$ cat src/design/gpad_pkg.sv
`timescale 1ns / 1ps

package gpad_pkg;

    // Event classes
    localparam logic [4:0] EV_SYN = 5'd0;
    localparam logic [4:0] EV_KEY = 5'd1;
    localparam logic [4:0] EV_ABS = 5'd3;

    // Sync codes
    localparam logic [9:0] SYN_REPORT  = 10'h000;
    localparam logic [9:0] SYN_DROPPED = 10'h003;

    // Button codes
    localparam logic [9:0] PAD_FACE_DOWN  = 10'h130;
    localparam logic [9:0] PAD_FACE_RIGHT = 10'h131;
    localparam logic [9:0] PAD_FACE_UP    = 10'h133;
    localparam logic [9:0] PAD_FACE_LEFT  = 10'h134;
    localparam logic [9:0] PAD_BUMPER_L   = 10'h136;
    localparam logic [9:0] PAD_BUMPER_R   = 10'h137;
    localparam logic [9:0] PAD_VIEW       = 10'h13A;
    localparam logic [9:0] PAD_MENU       = 10'h13B;
    localparam logic [9:0] PAD_GUIDE      = 10'h13C;
    localparam logic [9:0] PAD_STICK_L    = 10'h13D;
    localparam logic [9:0] PAD_STICK_R    = 10'h13E;

    // Absolute axis codes
    localparam logic [9:0] AXC_LEFT_X  = 10'h000;
    localparam logic [9:0] AXC_LEFT_Y  = 10'h001;
    localparam logic [9:0] AXC_RIGHT_X = 10'h002;
    localparam logic [9:0] AXC_RIGHT_Y = 10'h005;
    localparam logic [9:0] AXC_TRIG_R  = 10'h009;
    localparam logic [9:0] AXC_TRIG_L  = 10'h00A;
    localparam logic [9:0] AXC_HAT_X   = 10'h010;
    localparam logic [9:0] AXC_HAT_Y   = 10'h011;

    // Hat component codes
    localparam logic [1:0] HAT_ZERO  = 2'd0;
    localparam logic [1:0] HAT_PLUS  = 2'd1;
    localparam logic [1:0] HAT_OTHER = 2'd2;
    localparam logic [1:0] HAT_MINUS = 2'd3;

    localparam logic [7:0]  DEAD_ZONE_RESET = 8'd18;
    localparam logic [15:0] STICK_CENTER    = 16'h8000;

    typedef struct packed {
        logic [4:0]         event_type;
        logic [9:0]         event_code;
        logic signed [31:0] event_value;
    } event_t;

    typedef struct packed {
        logic [15:0] left_x;
        logic [15:0] left_y;
        logic [15:0] right_x;
        logic [15:0] right_y;
        logic [9:0]  left_trigger;
        logic [9:0]  right_trigger;
        logic [3:0]  hat_direction;
        logic [7:0]  buttons_low;
        logic [6:0]  buttons_high;
    } report_t;

    typedef enum logic [2:0] {
        AXIS_NONE,
        AXIS_STICK,
        AXIS_TRIGGER,
        AXIS_HAT_X,
        AXIS_HAT_Y
    } axis_t;

    // Decoded form of one event, handed from the input stage to the state update.
    typedef struct packed {
        logic       emit;
        logic       clear;
        logic       key_hit;
        logic       key_on;
        logic       key_high;
        logic [2:0] key_bit;
        axis_t      axis;
        logic [1:0] stick_idx;
        logic       trig_idx;
        logic [7:0] sample;
        logic [1:0] hat_code;
    } cmd_t;

endpackage

$ cat src/design/gpad_in_stage.sv
`timescale 1ns / 1ps

module gpad_in_stage
    import gpad_pkg::*;
(
    input  logic   clk,
    input  logic   rst_n,
    input  logic   event_valid,
    output logic   event_ready,
    input  event_t event_data,
    input  logic   advance,
    output logic   cmd_valid,
    output cmd_t   cmd
);

    logic   valid_reg;
    logic   valid_next;
    event_t event_reg;

    assign event_ready = !valid_reg || advance;
    assign valid_next  = event_valid || (valid_reg && !advance);
    assign cmd_valid   = valid_reg;

    always_ff @(posedge clk or negedge rst_n)
    begin
        if (!rst_n)
        begin
            valid_reg <= 1'b0;
        end
        else
        begin
            if (event_ready)
            begin
                valid_reg <= valid_next;
            end
        end
    end

    always_ff @(posedge clk)
    begin
        if (event_valid && event_ready)
        begin
            event_reg <= event_data;
        end
    end

    always_comb
    begin
        cmd           = '0;
        cmd.axis      = AXIS_NONE;
        cmd.sample    = event_reg.event_value[7:0];
        cmd.key_on    = (event_reg.event_value == 32'sd1);

        // The hat compares the full value, so large values fall to the other code.
        if (event_reg.event_value == 32'sd0)
        begin
            cmd.hat_code = HAT_ZERO;
        end
        else if (event_reg.event_value == 32'sd1)
        begin
            cmd.hat_code = HAT_PLUS;
        end
        else if (event_reg.event_value == -32'sd1)
        begin
            cmd.hat_code = HAT_MINUS;
        end
        else
        begin
            cmd.hat_code = HAT_OTHER;
        end

        case (event_reg.event_type)
            EV_KEY:
            begin
                cmd.emit    = 1'b1;
                cmd.key_hit = 1'b1;
                case (event_reg.event_code)
                    PAD_FACE_DOWN:  cmd.key_bit = 3'd1;
                    PAD_FACE_RIGHT: cmd.key_bit = 3'd0;
                    PAD_FACE_UP:    cmd.key_bit = 3'd3;
                    PAD_FACE_LEFT:  cmd.key_bit = 3'd4;
                    PAD_BUMPER_L:   cmd.key_bit = 3'd6;
                    PAD_BUMPER_R:   cmd.key_bit = 3'd7;
                    PAD_VIEW:
                    begin
                        cmd.key_high = 1'b1;
                        cmd.key_bit  = 3'd2;
                    end
                    PAD_MENU:
                    begin
                        cmd.key_high = 1'b1;
                        cmd.key_bit  = 3'd3;
                    end
                    PAD_GUIDE:
                    begin
                        cmd.key_high = 1'b1;
                        cmd.key_bit  = 3'd4;
                    end
                    PAD_STICK_L:
                    begin
                        cmd.key_high = 1'b1;
                        cmd.key_bit  = 3'd5;
                    end
                    PAD_STICK_R:
                    begin
                        cmd.key_high = 1'b1;
                        cmd.key_bit  = 3'd6;
                    end
                    default:        cmd.key_hit = 1'b0;
                endcase
            end
            EV_ABS:
            begin
                case (event_reg.event_code)
                    AXC_LEFT_X:
                    begin
                        cmd.axis      = AXIS_STICK;
                        cmd.stick_idx = 2'd0;
                    end
                    AXC_LEFT_Y:
                    begin
                        cmd.axis      = AXIS_STICK;
                        cmd.stick_idx = 2'd1;
                    end
                    AXC_RIGHT_X:
                    begin
                        cmd.axis      = AXIS_STICK;
                        cmd.stick_idx = 2'd2;
                    end
                    AXC_RIGHT_Y:
                    begin
                        cmd.axis      = AXIS_STICK;
                        cmd.stick_idx = 2'd3;
                    end
                    AXC_TRIG_R:
                    begin
                        cmd.axis     = AXIS_TRIGGER;
                        cmd.trig_idx = 1'b1;
                    end
                    AXC_TRIG_L:
                    begin
                        cmd.axis     = AXIS_TRIGGER;
                        cmd.trig_idx = 1'b0;
                    end
                    AXC_HAT_X:  cmd.axis = AXIS_HAT_X;
                    AXC_HAT_Y:  cmd.axis = AXIS_HAT_Y;
                    default:    cmd.axis = AXIS_NONE;
                endcase
            end
            EV_SYN:
            begin
                case (event_reg.event_code)
                    SYN_REPORT:  cmd.emit = 1'b1;
                    SYN_DROPPED:
                    begin
                        cmd.emit  = 1'b1;
                        cmd.clear = 1'b1;
                    end
                    default:     cmd.emit = 1'b0;
                endcase
            end
            default:
            begin
                cmd.emit = 1'b0;
            end
        endcase
    end

endmodule

$ cat src/design/gpad_state.sv
`timescale 1ns / 1ps

module gpad_state
    import gpad_pkg::*;
(
    input  logic       clk,
    input  logic       rst_n,
    input  logic       cfg_write_en,
    input  logic [7:0] cfg_write_data,
    input  logic       advance,
    input  cmd_t       cmd,
    output report_t    report_next
);

    logic [7:0]  dead_zone_reg;
    logic [15:0] stick_reg [4];
    logic [15:0] stick_next [4];
    logic [9:0]  trig_reg [2];
    logic [9:0]  trig_next [2];
    logic [1:0]  hat_x_reg;
    logic [1:0]  hat_x_next;
    logic [1:0]  hat_y_reg;
    logic [1:0]  hat_y_next;
    logic [7:0]  btn_low_reg;
    logic [7:0]  btn_low_next;
    logic [6:0]  btn_high_reg;
    logic [6:0]  btn_high_next;

    logic signed [9:0] recentred;
    logic signed [9:0] dz_signed;
    logic              in_dead_zone;
    logic [15:0]       stick_value;
    logic [1:0]        trig_frac;
    logic [9:0]        trig_value;

    function automatic logic [3:0] hat_dir(input logic [1:0] x, input logic [1:0] y);
        logic [3:0] dir;
        dir = 4'd0;
        if (x == HAT_ZERO && y == HAT_MINUS) dir = 4'd1;
        if (x == HAT_PLUS && y == HAT_MINUS) dir = 4'd2;
        if (x == HAT_PLUS && y == HAT_ZERO) dir = 4'd3;
        if (x == HAT_PLUS && y == HAT_PLUS) dir = 4'd4;
        if (x == HAT_ZERO && y == HAT_PLUS) dir = 4'd5;
        if (x == HAT_MINUS && y == HAT_PLUS) dir = 4'd6;
        if (x == HAT_MINUS && y == HAT_ZERO) dir = 4'd7;
        if (x == HAT_MINUS && y == HAT_MINUS) dir = 4'd8;
        return dir;
    endfunction

    // Recentred sample s = byte - 128 becomes byte * 256 outside the dead zone,
    // which is exactly s * 256 + 0x8000.
    assign recentred    = $signed({2'b00, cmd.sample}) - 10'sd128;
    assign dz_signed    = $signed({2'b00, dead_zone_reg});
    assign in_dead_zone = (recentred > -dz_signed) && (recentred < dz_signed);
    assign stick_value  = in_dead_zone ? STICK_CENTER : {cmd.sample, 8'h00};

    // byte * 1023 / 255 equals 4 * byte plus byte / 85, which is at most 3.
    always_comb
    begin
        if (cmd.sample == 8'd255)
        begin
            trig_frac = 2'd3;
        end
        else if (cmd.sample >= 8'd170)
        begin
            trig_frac = 2'd2;
        end
        else if (cmd.sample >= 8'd85)
        begin
            trig_frac = 2'd1;
        end
        else
        begin
            trig_frac = 2'd0;
        end
    end

    assign trig_value = {cmd.sample, 2'b00} + {8'd0, trig_frac};

    always_comb
    begin
        for (int i = 0; i < 4; i++)
        begin
            stick_next[i] = stick_reg[i];
        end
        for (int i = 0; i < 2; i++)
        begin
            trig_next[i] = trig_reg[i];
        end
        hat_x_next    = hat_x_reg;
        hat_y_next    = hat_y_reg;
        btn_low_next  = btn_low_reg;
        btn_high_next = btn_high_reg;

        if (cmd.clear)
        begin
            for (int i = 0; i < 4; i++)
            begin
                stick_next[i] = STICK_CENTER;
            end
            for (int i = 0; i < 2; i++)
            begin
                trig_next[i] = '0;
            end
            hat_x_next    = HAT_ZERO;
            hat_y_next    = HAT_ZERO;
            btn_low_next  = '0;
            btn_high_next = '0;
        end
        else if (cmd.key_hit)
        begin
            if (cmd.key_high)
            begin
                btn_high_next[cmd.key_bit] = cmd.key_on;
            end
            else
            begin
                btn_low_next[cmd.key_bit] = cmd.key_on;
            end
        end
        else
        begin
            case (cmd.axis)
                AXIS_STICK:   stick_next[cmd.stick_idx] = stick_value;
                AXIS_TRIGGER: trig_next[cmd.trig_idx]   = trig_value;
                AXIS_HAT_X:   hat_x_next                = cmd.hat_code;
                AXIS_HAT_Y:   hat_y_next                = cmd.hat_code;
                default:      hat_x_next                = hat_x_reg;
            endcase
        end
    end

    always_comb
    begin
        report_next.left_x        = stick_next[0];
        report_next.left_y        = stick_next[1];
        report_next.right_x       = stick_next[2];
        report_next.right_y       = stick_next[3];
        report_next.left_trigger  = trig_next[0];
        report_next.right_trigger = trig_next[1];
        report_next.hat_direction = hat_dir(hat_x_next, hat_y_next);
        report_next.buttons_low   = btn_low_next;
        report_next.buttons_high  = btn_high_next;
    end

    always_ff @(posedge clk or negedge rst_n)
    begin
        if (!rst_n)
        begin
            dead_zone_reg <= DEAD_ZONE_RESET;
        end
        else
        begin
            if (cfg_write_en)
            begin
                dead_zone_reg <= cfg_write_data;
            end
        end
    end

    always_ff @(posedge clk or negedge rst_n)
    begin
        if (!rst_n)
        begin
            for (int i = 0; i < 4; i++)
            begin
                stick_reg[i] <= STICK_CENTER;
            end
            for (int i = 0; i < 2; i++)
            begin
                trig_reg[i] <= '0;
            end
            hat_x_reg    <= HAT_ZERO;
            hat_y_reg    <= HAT_ZERO;
            btn_low_reg  <= '0;
            btn_high_reg <= '0;
        end
        else
        begin
            if (advance)
            begin
                for (int i = 0; i < 4; i++)
                begin
                    stick_reg[i] <= stick_next[i];
                end
                for (int i = 0; i < 2; i++)
                begin
                    trig_reg[i] <= trig_next[i];
                end
                hat_x_reg    <= hat_x_next;
                hat_y_reg    <= hat_y_next;
                btn_low_reg  <= btn_low_next;
                btn_high_reg <= btn_high_next;
            end
        end
    end

endmodule

$ cat src/design/gpad_out_stage.sv
`timescale 1ns / 1ps

module gpad_out_stage
    import gpad_pkg::*;
(
    input  logic    clk,
    input  logic    rst_n,
    input  logic    load,
    input  report_t load_data,
    output logic    free,
    output logic    report_valid,
    input  logic    report_ready,
    output report_t report_data
);

    logic    valid_reg;
    report_t data_reg;

    // The slot counts as free in the same cycle that its request is taken.
    assign free         = !valid_reg || report_ready;
    assign report_valid = valid_reg;
    assign report_data  = data_reg;

    always_ff @(posedge clk or negedge rst_n)
    begin
        if (!rst_n)
        begin
            valid_reg <= 1'b0;
        end
        else
        begin
            if (load)
            begin
                valid_reg <= 1'b1;
            end
            else if (report_ready)
            begin
                valid_reg <= 1'b0;
            end
        end
    end

    always_ff @(posedge clk)
    begin
        if (load)
        begin
            data_reg <= load_data;
        end
    end

endmodule

$ cat src/design/gamepad_event_to_hid_report.sv
`timescale 1ns / 1ps

// Converts input events (type, code, value) into gamepad HID report requests.
// An event is registered on entry, decoded and applied to the report state once
// it can advance, and a key event, sync-report or sync-dropped loads the
// updated report into the output register. One event is taken per clock; the
// only thing that holds the input back is a report that waits at the output
// while the next event also wants to emit one. An accepted event passes the
// input register and then, when it advances, the output register, which raises
// the report request. The dead zone register is written with cfg_write_en and
// takes effect on the next event.

module gamepad_event_to_hid_report
    import gpad_pkg::*;
(
    input  logic       clk,
    input  logic       rst_n,
    input  logic       cfg_write_en,
    input  logic [7:0] cfg_write_data,
    input  logic       event_valid,
    output logic       event_ready,
    input  event_t     event_data,
    output logic       report_valid,
    input  logic       report_ready,
    output report_t    report_data
);

    logic    cmd_valid;
    cmd_t    cmd;
    logic    out_free;
    logic    advance;
    report_t report_next;

    // A decoded event moves on unless it needs the output slot and the slot is taken.
    assign advance = cmd_valid && (!cmd.emit || out_free);

    gpad_in_stage u_in_stage (
        .clk         (clk),
        .rst_n       (rst_n),
        .event_valid (event_valid),
        .event_ready (event_ready),
        .event_data  (event_data),
        .advance     (advance),
        .cmd_valid   (cmd_valid),
        .cmd         (cmd)
    );

    gpad_state u_state (
        .clk            (clk),
        .rst_n          (rst_n),
        .cfg_write_en   (cfg_write_en),
        .cfg_write_data (cfg_write_data),
        .advance        (advance),
        .cmd            (cmd),
        .report_next    (report_next)
    );

    gpad_out_stage u_out_stage (
        .clk          (clk),
        .rst_n        (rst_n),
        .load         (advance && cmd.emit),
        .load_data    (report_next),
        .free         (out_free),
        .report_valid (report_valid),
        .report_ready (report_ready),
        .report_data  (report_data)
    );

    // A held report must not be overwritten by a new one.
    assert property (@(posedge clk) disable iff (!rst_n)
        report_valid && !report_ready |=> $stable(report_data))
        else $error("pending report request was overwritten");

    // Sync-dropped always yields a neutral report.
    assert property (@(posedge clk) disable iff (!rst_n)
        advance && cmd.clear |=> report_valid && report_data.left_x == STICK_CENTER
            && report_data.right_y == STICK_CENTER && report_data.buttons_low == 8'd0
            && report_data.hat_direction == 4'd0 && report_data.left_trigger == 10'd0)
        else $error("sync-dropped report is not neutral");

    // Unmapped button positions never light up.
    assert property (@(posedge clk) disable iff (!rst_n)
        report_valid |-> report_data.buttons_low[2] == 1'b0
            && report_data.buttons_low[5] == 1'b0 && report_data.buttons_high[1:0] == 2'b00)
        else $error("unmapped button bit set in report");

    // The hat field stays within its nine codes.
    assert property (@(posedge clk) disable iff (!rst_n)
        report_valid |-> report_data.hat_direction <= 4'd8)
        else $error("hat direction out of range");

    // A decoded event that cannot move on is kept for the next cycle.
    assert property (@(posedge clk) disable iff (!rst_n)
        cmd_valid && !advance |=> cmd_valid && !event_ready == !report_ready)
        else $error("stalled event was lost");

endmodule

$ cat config.mk
export PLATFORM = sky130hd
export DESIGN_NAME = gamepad_event_to_hid_report
export DESIGN_NICKNAME = d
export VERILOG_FILES = /design/src/design/gpad_pkg.sv /design/src/design/gpad_in_stage.sv /design/src/design/gpad_state.sv /design/src/design/gpad_out_stage.sv /design/src/design/gamepad_event_to_hid_report.sv
export SDC_FILE = /design/constraint.sdc
export NUM_CORES = 1
export LEC_CHECK = 0
export BUFFER_PORTS_ARGS = -buffer_cell sky130_fd_sc_hd__buf_4
export CORE_MARGIN = 4
export CORE_UTILIZATION = 48
export CTS_CLUSTER_DIAMETER = 200
export DETAILED_ROUTE_END_ITERATION = 8
export GPL_ROUTABILITY_DRIVEN = 0
export GPL_TIMING_DRIVEN = 1
export PLACE_DENSITY = 0.72
export SLEW_MARGIN = 30
export SYNTH_ARGS = -nofsm -noshare
export SYNTH_HDL_FRONTEND = slang
export SYNTH_SLANG_ARGS = --single-unit
export TNS_END_PERCENT = 5
$ cat constraint.sdc
create_clock -name clk -period 9.1 [get_ports clk]
set_input_delay 0.91 -clock clk [delete_from_list [all_inputs] [get_ports clk]]
set_output_delay 0.91 -clock clk [all_outputs]
set_load 0.005 [all_outputs]
Yosys cells after proc, flatten, opt, wreduce, memory -nomap -nowiden
Index checks and enable logic that the tools add are counted.
{ "classes": {"order_cmp": 10, "n_mul": 0, "n_reduce_logical": 38, "bitwise": 2, "div_mod_pow": 0, "eq_ne": 32, "addsub": 3, "mux": 57, "shift": 0} }
{ "ops": {"columns": ["op", "n"], "rows": [
  ["64-bit two-way mux", 3],
  ["10-bit by 9-bit equality test with 1-bit output (second input constant)", 11],
  ["64-bit bitwise mux", 1],
  ["20-bit two-way mux", 3],
  ["16-bit demux with 2-bit select", 1],
  ["32-bit by 1-bit equality test with 1-bit output (second input constant)", 1],
  ["32-bit by 2-bit equality test with 1-bit output (second input constant)", 1],
  ["32-bit logical NOT", 1],
  ["16-bit two-way mux", 2],
  ["2-bit two-way mux", 12],
  ["8-bit two-way mux", 3],
  ["7-bit two-way mux", 3],
  ["3-bit one-hot mux with 7 select lines", 1],
  ["20-bit bitwise mux", 1],
  ["10-bit by 2-bit equality test with 1-bit output (second input constant)", 2],
  ["10-bit by 4-bit equality test with 1-bit output (second input constant)", 2],
  ["10-bit by 5-bit equality test with 1-bit output (second input constant)", 2],
  ["1-bit logical AND", 16],
  ["1-bit two-way mux", 13],
  ["3-bit two-way mux", 4],
  ["3-bit one-hot mux with 4 select lines", 1],
  ["11-bit OR reduction", 1],
  ["10-bit by 2-bit adder with 10-bit output", 1],
  ["10-bit demux with 1-bit select", 1],
  ["41 further kinds", 55]
]} }
{ "word_totals": {"memories": 0, "input_bits": 60, "register_bits": 263, "wordCells": 167, "out_inout_bits": 105, "ram_bits": 0, "mem_bits_ro": 0, "latchBits": 0} }

Logic depth before layout (Yosys ltp)
Gate-level depths: netlist of run 1.
{ "depth": {"ltp_word": 17, "ltp_mapped": 14} }

Modules after synthesis
A second synthesis of run 1 with hierarchy kept.
{ "hier_totals": {"hier_cells": 926, "area_unflattened_um2": 11601.1} }
{ "by_module_without_submodules": {"columns": ["module", "n_inst", "cells_per_inst", "area_each_um2"], "rows": [
  ["gpad_state", 1, 678, 6444.9],
  ["gpad_out_stage", 1, 106, 3140.5],
  ["gpad_in_stage", 1, 139, 1996.9],
  ["gamepad_event_to_hid_report", 1, 3, 18.8]
]} }

Least setup slack after synthesis of run 1
Ideal clock, no wire load.
{ "synth_timing": {"kind": "reg-to-reg", "startpoint": "register u_in_stage.event_reg[32] (netlist bit)", "endpoint": "register u_out_stage.valid_reg, in the netlist u_out_stage.report_valid", "synth_period_minus_slack_ns": 9.071, "slack_ns": 0.029, "path_stages_with_launch": 7, "setup_ns": 0.109, "t_arrival_ns": 8.962, "path_buffers": 1, "t_required_ns": 8.991, "path_cell_list": "edfxtp_1 > buf_2 > nand2b_1 > a41oi_1 > o21ai_2 > nor3_1 > or2_2"} }
{ "synth_between": {"elab_chain_len": 9} }
{ "synth_rtl": {"columns": ["element", "line", "text"], "rows": [
  ["from (decl)", "gpad_in_stage.sv:18", "event_t event_reg;"],
  ["from (signal assigned)", "gpad_in_stage.sv:43", "event_reg <= event_data;"],
  ["10-bit by 2-bit equality test with 1-bit output or 10-bit logical NOT (tied branches)", "gpad_in_stage.sv:152", "case (event_reg.event_code)"],
  ["2-bit OR reduction (no line) (*)", null, null],
  ["1-bit two-way mux (*)", "gpad_in_stage.sv:152", null],
  ["1-bit one-hot mux with 2 select lines (*)", "gpad_in_stage.sv:72", "case (event_reg.event_type)"],
  ["1-bit logical NOT", "gamepad_event_to_hid_report.sv:35", "assign advance = cmd_valid && (!cmd.emit || out_free);"],
  ["1-bit logical OR", "gamepad_event_to_hid_report.sv:35", null],
  ["1-bit logical AND", "gamepad_event_to_hid_report.sv:35", null],
  ["1-bit logical AND (*)", "gamepad_event_to_hid_report.sv:61", ".load (advance && cmd.emit),"],
  ["named net u_out_stage.load", "gpad_out_stage.sv:8", "input logic load,"],
  ["1-bit two-way mux or 2-bit nonzero test (tied branches)", null, null],
  ["to (signal assigned)", "gpad_out_stage.sv:28", "valid_reg <= 1'b0;"],
  ["to (signal assigned)", "gpad_out_stage.sv:34", "valid_reg <= 1'b1;"],
  ["to (signal assigned)", "gpad_out_stage.sv:38", "valid_reg <= 1'b0;"],
  ["to (decl)", "gpad_out_stage.sv:16", "logic valid_reg;"]
]} }
The timed path passes the listed nets; every way through them passes the cells marked *.
A chain may end at the register's enable or synchronous reset.

Worst setup path after layout of run 1
{ "layout_timing": {"startpoint": "register u_in_stage.event_reg[36] (netlist bit)", "endpoint": "output port event_ready"} }
{ "layout_between": {"elab_chain_len": 8} }
{ "layout_rtl": {"columns": ["element", "line", "text"], "rows": [
  ["10-bit by 2-bit equality test with 1-bit output or 10-bit logical NOT (tied branches)", "gpad_in_stage.sv:152", null],
  ["2-bit OR reduction (no line) (*)", null, null],
  ["1-bit two-way mux (*)", "gpad_in_stage.sv:152", null],
  ["1-bit one-hot mux with 2 select lines (*)", "gpad_in_stage.sv:72", null],
  ["1-bit logical NOT (*)", "gamepad_event_to_hid_report.sv:35", null],
  ["1-bit logical OR (*)", "gamepad_event_to_hid_report.sv:35", null],
  ["1-bit logical AND (*)", "gamepad_event_to_hid_report.sv:35", null],
  ["1-bit logical OR (*)", "gpad_in_stage.sv:20", "assign event_ready = !valid_reg || advance;"],
  ["to (decl)", "gamepad_event_to_hid_report.sv:21", "output logic event_ready,"]
]} }
Mark *: on every way between the ends. The rest lies on a longest branch, timed or not.

==> metrics.txt, run 1 <==
Setup crit start kind=register; die area=between 0.02 and 0.03 mm²; Clock Latency Late Sink=approximately 0.54 ns; final-stage net count=1,187; RSZ-0062 raised after global routing=false; Max Fanout on Critical Path=9; Slew headroom=0.4066; number of port buffers=between 150 and 200; syn_nets=between 1,000 and 1,500; CTS root buffer=clkbuf_16; Initial Utilization=0.4859; total CTS buffers=27; vias in the first global route=slightly below 8,000; drt via density=5.448; num rows=56; Worst VDD drop=approximately 0.14 mV; critical path endpoint category=output pin; Total Power=roughly 0.0026 W; status=completed; PD cells=roughly 190 mW/mm²; Final WS setup=5.421 ns; first-pass GRT wire length=about 41,000 µm; global-route track usage on met1=0.2689; CTS sink count=263; crit path launch=u_in_stage.event_reg[36]; Core Region=0.02340 mm²; Slowest-stage cell, CP=nor4_1; synthesized netlist cell count=962; Sequential Area=~0.0073 mm²; Pre-Repair DR Iteration Count=5; CP cell instances=nor4_1 -> a41oi_1 -> nor3b_1 -> inv_1 -> buf_4; Die Ht=between 150 and 200 µm; largest net degree at the start of global routing=67; post-synthesis sequential area ratio=0.6454; asr flop ratio synth=0.4297; DP Cell Count=between 1,000 and 1,500; fin crit share=0.4043; Static Leak=around 5.9 nW; DR iter-0 viols=about 650; Setup Skew=approximately 0.017 ns; maximum clock frequency=about 270 MHz; hold violation total from the final report=0; Ys Warns=0; ranking of synthesized cells by area=edfxtp_1, dfrtp_1, nand2_1, o21ai_0, and2_1; io pins=165; Tmin final=roughly 3.7 ns; Yosys top cell area share=0.3961; number of flops mapped to enable cells by yosys=150; Pins Over Slew Limit=0; post-synth cell types=65; setup TNS=0 ns; Place WS=around 6 ns; WP data required=8.19 ns; max-cap viol count=0; # DRC=0; most frequent cells after synthesis=nand2_1, edfxtp_1, dfrtp_1; final instance area=about 0.014 mm²; grt met3 use=0.03908; met2 usage=0.3107; area leader, netlist=edfxtp_1; initial antenna violation count=0; max reg flops=about 100; CP peak stage delay=0.57 ns; Seq cells post-synth=~260; area of the multi-input gates=about 0.0038 mm²; Fillers=a little under 2,000; Post-CTS Setup Bufs=0; H-tree levels=1; overall routing resource usage=0.1948; Tightest Pin Transition=around 0.89 ns; clock slew at reported path FFs=0.06 ns; # setup viols final=0; layout cells sized above 1=0.2259; most common cell in the synthesized netlist=nand2_1; CP Class=reg2out; post-CTS sizing=0; CTS tree=done; CP bufs+invs=2; gr busiest metal=met2; Hold WC Path Type=in2async; crit path DAT=between 2 and 3 ns; Chip Width=approximately 160 µm; post-route insts no fill=about 1,400; crit-path leading delay family=simple AND/OR/NAND/NOR gates; reg2reg start=u_state.dead_zone_reg[0]; HPWL Detailed=between 15,000 and 20,000 µm; cts hold-fix bufs=0; Area after DPL=about 0.013 mm²; Area Overhead vs Synth=21.51%; Post-Syn Area=0.01137 mm²; Mapped Avg Cell Area=11.82 µm²; ANT cells=0; DRT Wirelength=approximately 26,000 µm; Top FF cell, synth=edfxtp_1; deepest clock path buffer count=3; wire per inst=about 18 µm; total gr overflow=0; Via Count=7,888; DRT antenna net count=0
-- through the flow --
step / utilization / hold WS, ns
6_report: 0.5905 / 0.4580
3_5_place_dp: 0.5500 / 0.4551
4_1_cts: 0.5901 / 0.4676
3_3_place_gp: 0.5490 / 0.4486
5_1_grt: 0.5905 / 0.4804
2_1_floorplan: - / 0.4376
-- placed cells by master, fill, tap and decap left out, drive strengths merged, types with 2 or more instances in the layout --
cell / synthesis / routed
mux2i: 29 / 29
nand3b: 5 / 5
a22o: 7 / 7
and3: 7 / 7
o31ai: 11 / 11
nand4: 17 / 17
nand2: 153 / 153
edfxtp: 150 / 150
and4: 4 / 4
nor4b: 2 / 2
o21a: 4 / 4
or4: 3 / 3
a2111oi: 2 / 2
or2: 4 / 4
inv: 15 / 16
clkinvlp: 0 / 2
nor2b: 17 / 17
nor4: 14 / 14
a31oi: 8 / 8
a21o: 3 / 3
a21oi: 22 / 22
o211ai: 5 / 5
clkbuf: 28 / 30
ha: 18 / 18
o21ai: 97 / 97
nor3: 13 / 13
xnor2: 5 / 5
dfrtp: 107 / 107
clkinv: 0 / 11
nand3: 37 / 37
a21boi: 4 / 4
buf: 27 / 173
nor2: 50 / 50
or3: 4 / 4
nor3b: 3 / 3
dfstp: 6 / 6
and2: 64 / 64
nand2b: 2 / 2
bufinv: 0 / 5
-- metal layers --
layer,vias to the layer above,share of wire
met3,52,0.073
met2,290,0.47
met1,3809,0.43
met5,-,0
met4,0,0.030
li1,3737,-
-- final cells by class --
cell class	instances	share of cell area
repair buffers	173	0.09399
inverters	15	0.004075
clock inverters	19	0.01757
flip-flops and latches	263	0.5311
well taps	319	0.02888
multi-input cells	629	0.2739
clock buffers	30	0.05043
-- cell families after synthesis --
logic type               synth area share
AND/OR/NAND/NOR                    0.1842
flip-flops                         0.6454
AO/OA/AOI/OAI                     0.09132
buffers and inverters             0.02619
multiplexers                      0.02850
adder cells (fa/ha/maj)           0.01980
XOR/XNOR                         0.004621
-- path summary, 6_finish.rpt --
kind	end	slack, ns	cells after the start
setup / recovery	event_ready	5.42	5
hold / removal	u_state.stick_reg[28]	0.46	1
setup reg to reg	u_out_stage.report_data[85]	5.95	13
hold reg to reg	u_state.trig_reg[11]	0.47	2
max in group asynchronous	u_state.stick_reg[9]	7.41	2
min in group clk	u_state.trig_reg[11]	0.47	2
-- power breakdown --
| group | internal (W) | switching (W) | total [W] |
|---|---|---|---|
| Sequential | 0.00128 | 0.0000375 | 0.00132 |
| Clock | 0.000697 | 0.000457 | 0.00115 |
| Combinational | 0.0000506 | 0.0000838 | 0.000134 |
| Total | 0.00203 | 0.000578 | 0.00261 |
No activity file was read; power rests on OpenSTA's default activity.
==> inputs of run 2 (changes only) <==
==> constraint.sdc (replaced) <==
create_clock -name clk -period 3.3 [get_ports clk]
set_input_delay 0.33 -clock clk [delete_from_list [all_inputs] [get_ports clk]]
set_output_delay 0.33 -clock clk [all_outputs]
set_load 0.005 [all_outputs]
==> run 2 against run 1 <==
Against the previous run: non-clock buffer count increased by 77; flip-flop and latch count unchanged; via count rose by 2.6%; critical path type is now reg2reg.
==> metrics.txt, run 2 (synthesis gave the netlist of run 1 again) <==
CTS root buffer=clkbuf_16; Fillers=1,845 (-4.9%); max-cap viol count=0 (unchanged); final-stage net count=1,264 (+6.5%); ANT cells=0 (unchanged); Pins Over Slew Limit=0 (unchanged); final cell utilization of the core=0.6237 (+0.03325); Tightest Pin Transition=0.8272 ns (-0.06288 ns); Core Region=0.02340 mm² (unchanged); Max Fanout on Critical Path=7 (-2); DR iter-0 viols=473 (-27%); Hold Slack=0.01777 ns (-0.4402 ns); layout cells sized above 1=0.2320 (+0.006117); status=completed; total gr overflow=0 (unchanged); Pre-Repair DR Iteration Count=5 (unchanged); post-CTS sizing=0 (unchanged); Slew headroom=0.4480 (+0.04133); deepest clock path buffer count=3 (unchanged); HPWL Detailed=17,210 µm (-1.2%); DRT Wirelength=26,190 µm (+0.54%); max reg flops=103 (unchanged); Chip Width=161.9 µm (unchanged); Worst Hold Launch=cfg_write_data[4]; Post-CTS Setup Bufs=0 (unchanged); Static Leak=6.265 nW (+6.1%); R2R depth=9 (-4); Area Overhead vs Synth=28.35%; maximum clock frequency=332.6 MHz; Worst VDD drop=0.3298 mV (+140%); Switch Pwr=0.001576 W (+170%); total CTS buffers=27 (unchanged); Total Power=0.006974 W (+170%); cts hold-fix bufs=50 (+50); Die Ht=161.9 µm (unchanged); reg2reg start=u_state.dead_zone_reg[2]; die area=0.02622 mm² (unchanged); num rows=56 (unchanged); vias in the first global route=8,026 (+3.0%); io pins=165 (unchanged); R2R Setup Slk=0.29 ns (-5.66 ns); DRT antenna net count=0 (unchanged); Setup crit start kind=register; PD cells=477.8 mW/mm² (+150%); wire per inst=17.16 µm (-4.6%); largest net degree at the start of global routing=114 (+70%); FF-to-FF End=u_out_stage.report_data[100]; H-tree levels=1 (unchanged); Seq pwr share=0.517 (+0.011); Area after DPL=0.01325 mm² (+2.9%); # setup viols final=0 (unchanged); most frequent cells in the layout=buf_4, nand2_1, edfxtp_1; clock slew at reported path FFs=0.06 ns (about the same); critical path endpoint category=register; number of port buffers=164 (unchanged); Via Count=8,092 (+2.6%); drt via density=5.303 (-2.7%); CP Class=reg2reg; CTS sink count=263 (unchanged); overall routing resource usage=0.1985 (+0.003767); fin crit share=0.9110; Sw Share=0.2260 (+0.004233); crit path launch=u_state.dead_zone_reg[2]; final instance area=0.01460 mm² (+5.6%); CTS tree=done; internal power=0.005398 W (+170%); worst setup path endpoint=u_out_stage.report_data[100]; Combinational Power Share=0.070 (+0.018); Clock Latency Late Sink=0.53 ns (about the same); first-pass GRT wire length=42,310 µm (+2.3%); Hold WC Path Type=in2reg; most common cell after layout, fill and taps aside=buf_4; RSZ-0062 raised after global routing=false; Clk pwr share=0.413 (-0.029); Setup Skew=0.01329 ns (-0.004132 ns); Initial Utilization=0.4859 (unchanged); # DRC=0 (unchanged); hold violation total from the final report=0 (unchanged); crit path DAT=3.40 ns (+0.63 ns); initial antenna violation count=0 (unchanged); Tmin final=between 3 and 4 ns; WP data required=3.70 ns (-4.49 ns)
run 2: cell count changes in the layout (fill, tap and decap cells not counted), sizes merged:
cell	before	now
clkinvlp	2	0
buf	173	200
clkinv	11	7
dlygate4sd3	0	50
bufinv	5	0
clkbuf	30	42
run 2: how the worst min path moves through the flow:
stage | slack, ns | cells after the start | to
3_5_place_dp | 0.46 | 2 | u_state.trig_reg[15]
4_1_cts | 0.0002 | 3 | u_state.dead_zone_reg[4]
2_1_floorplan | 0.03 | 0 | u_in_stage.cmd_valid
6_report | 0.02 | 3 | u_state.dead_zone_reg[4]
5_1_grt | 0.02 | 3 | u_state.dead_zone_reg[6]
3_3_place_gp | 0.45 | 2 | u_state.trig_reg[19]
run 2: layout make-up:
| type | count | area [µm²] | share of cell area |
|---|---|---|---|
| tap | 319 | 399.1 | 0.02734 |
| clock inverter | 8 | 55.05 | 0.003772 |
| inverter | 15 | 56.30 | 0.003857 |
| sequential | 263 | 7340 | 0.5028 |
| multi-input combinational | 629 | 3827 | 0.2622 |
| timing repair buffer | 250 | 2127 | 0.1457 |
| clock buffer | 42 | 792.0 | 0.05426 |
run 2: routing by layer:
metal  vias to the layer above  share of wire  wire length, µm  global-route usage
met4                         0          0.019              503             0.04498
li1                       3901              -                -                   -
met1                      3878           0.43            11290              0.2769
met3                        37          0.074             1927             0.04187
met2                       276           0.48            12460              0.3244
met5                         -              0                0                   0
run 2: power groups by stage:
stage               combinational [W]  sequential, W  clock [W]
CTS                          0.000484        0.00360    0.00294
floorplan                    0.000248        0.00365          0
finish                       0.000485        0.00361    0.00288
detailed placement           0.000435        0.00367          0
global route                 0.000540        0.00361    0.00309
global placement             0.000429        0.00367          0
run 2: worst max-delay path, cell delays in order, from the launching register on:
cell	delay (ns)
dfrtp_1	0.41
nor3_1	0.36
nand3_1	0.16
xnor2_1	0.15
ha_1	0.31
a221oi_1	0.32
a211oi_1	0.13
o21a_1	0.26
a31oi_1	0.56
a22o_1	0.22
run 2: per-stage QoR:
step | TNS (ns) | cells | worst slack (ns)
2_1_floorplan | -102.09 | 962 | -0.8015
3_3_place_gp | 0 | 1426 | 0.5087
3_5_place_dp | 0 | 1426 | 0.3403
4_1_cts | 0 | 1526 | 0.3275
5_1_grt | 0 | 1526 | 0.1045
6_report | 0 | 1526 | 0.2935
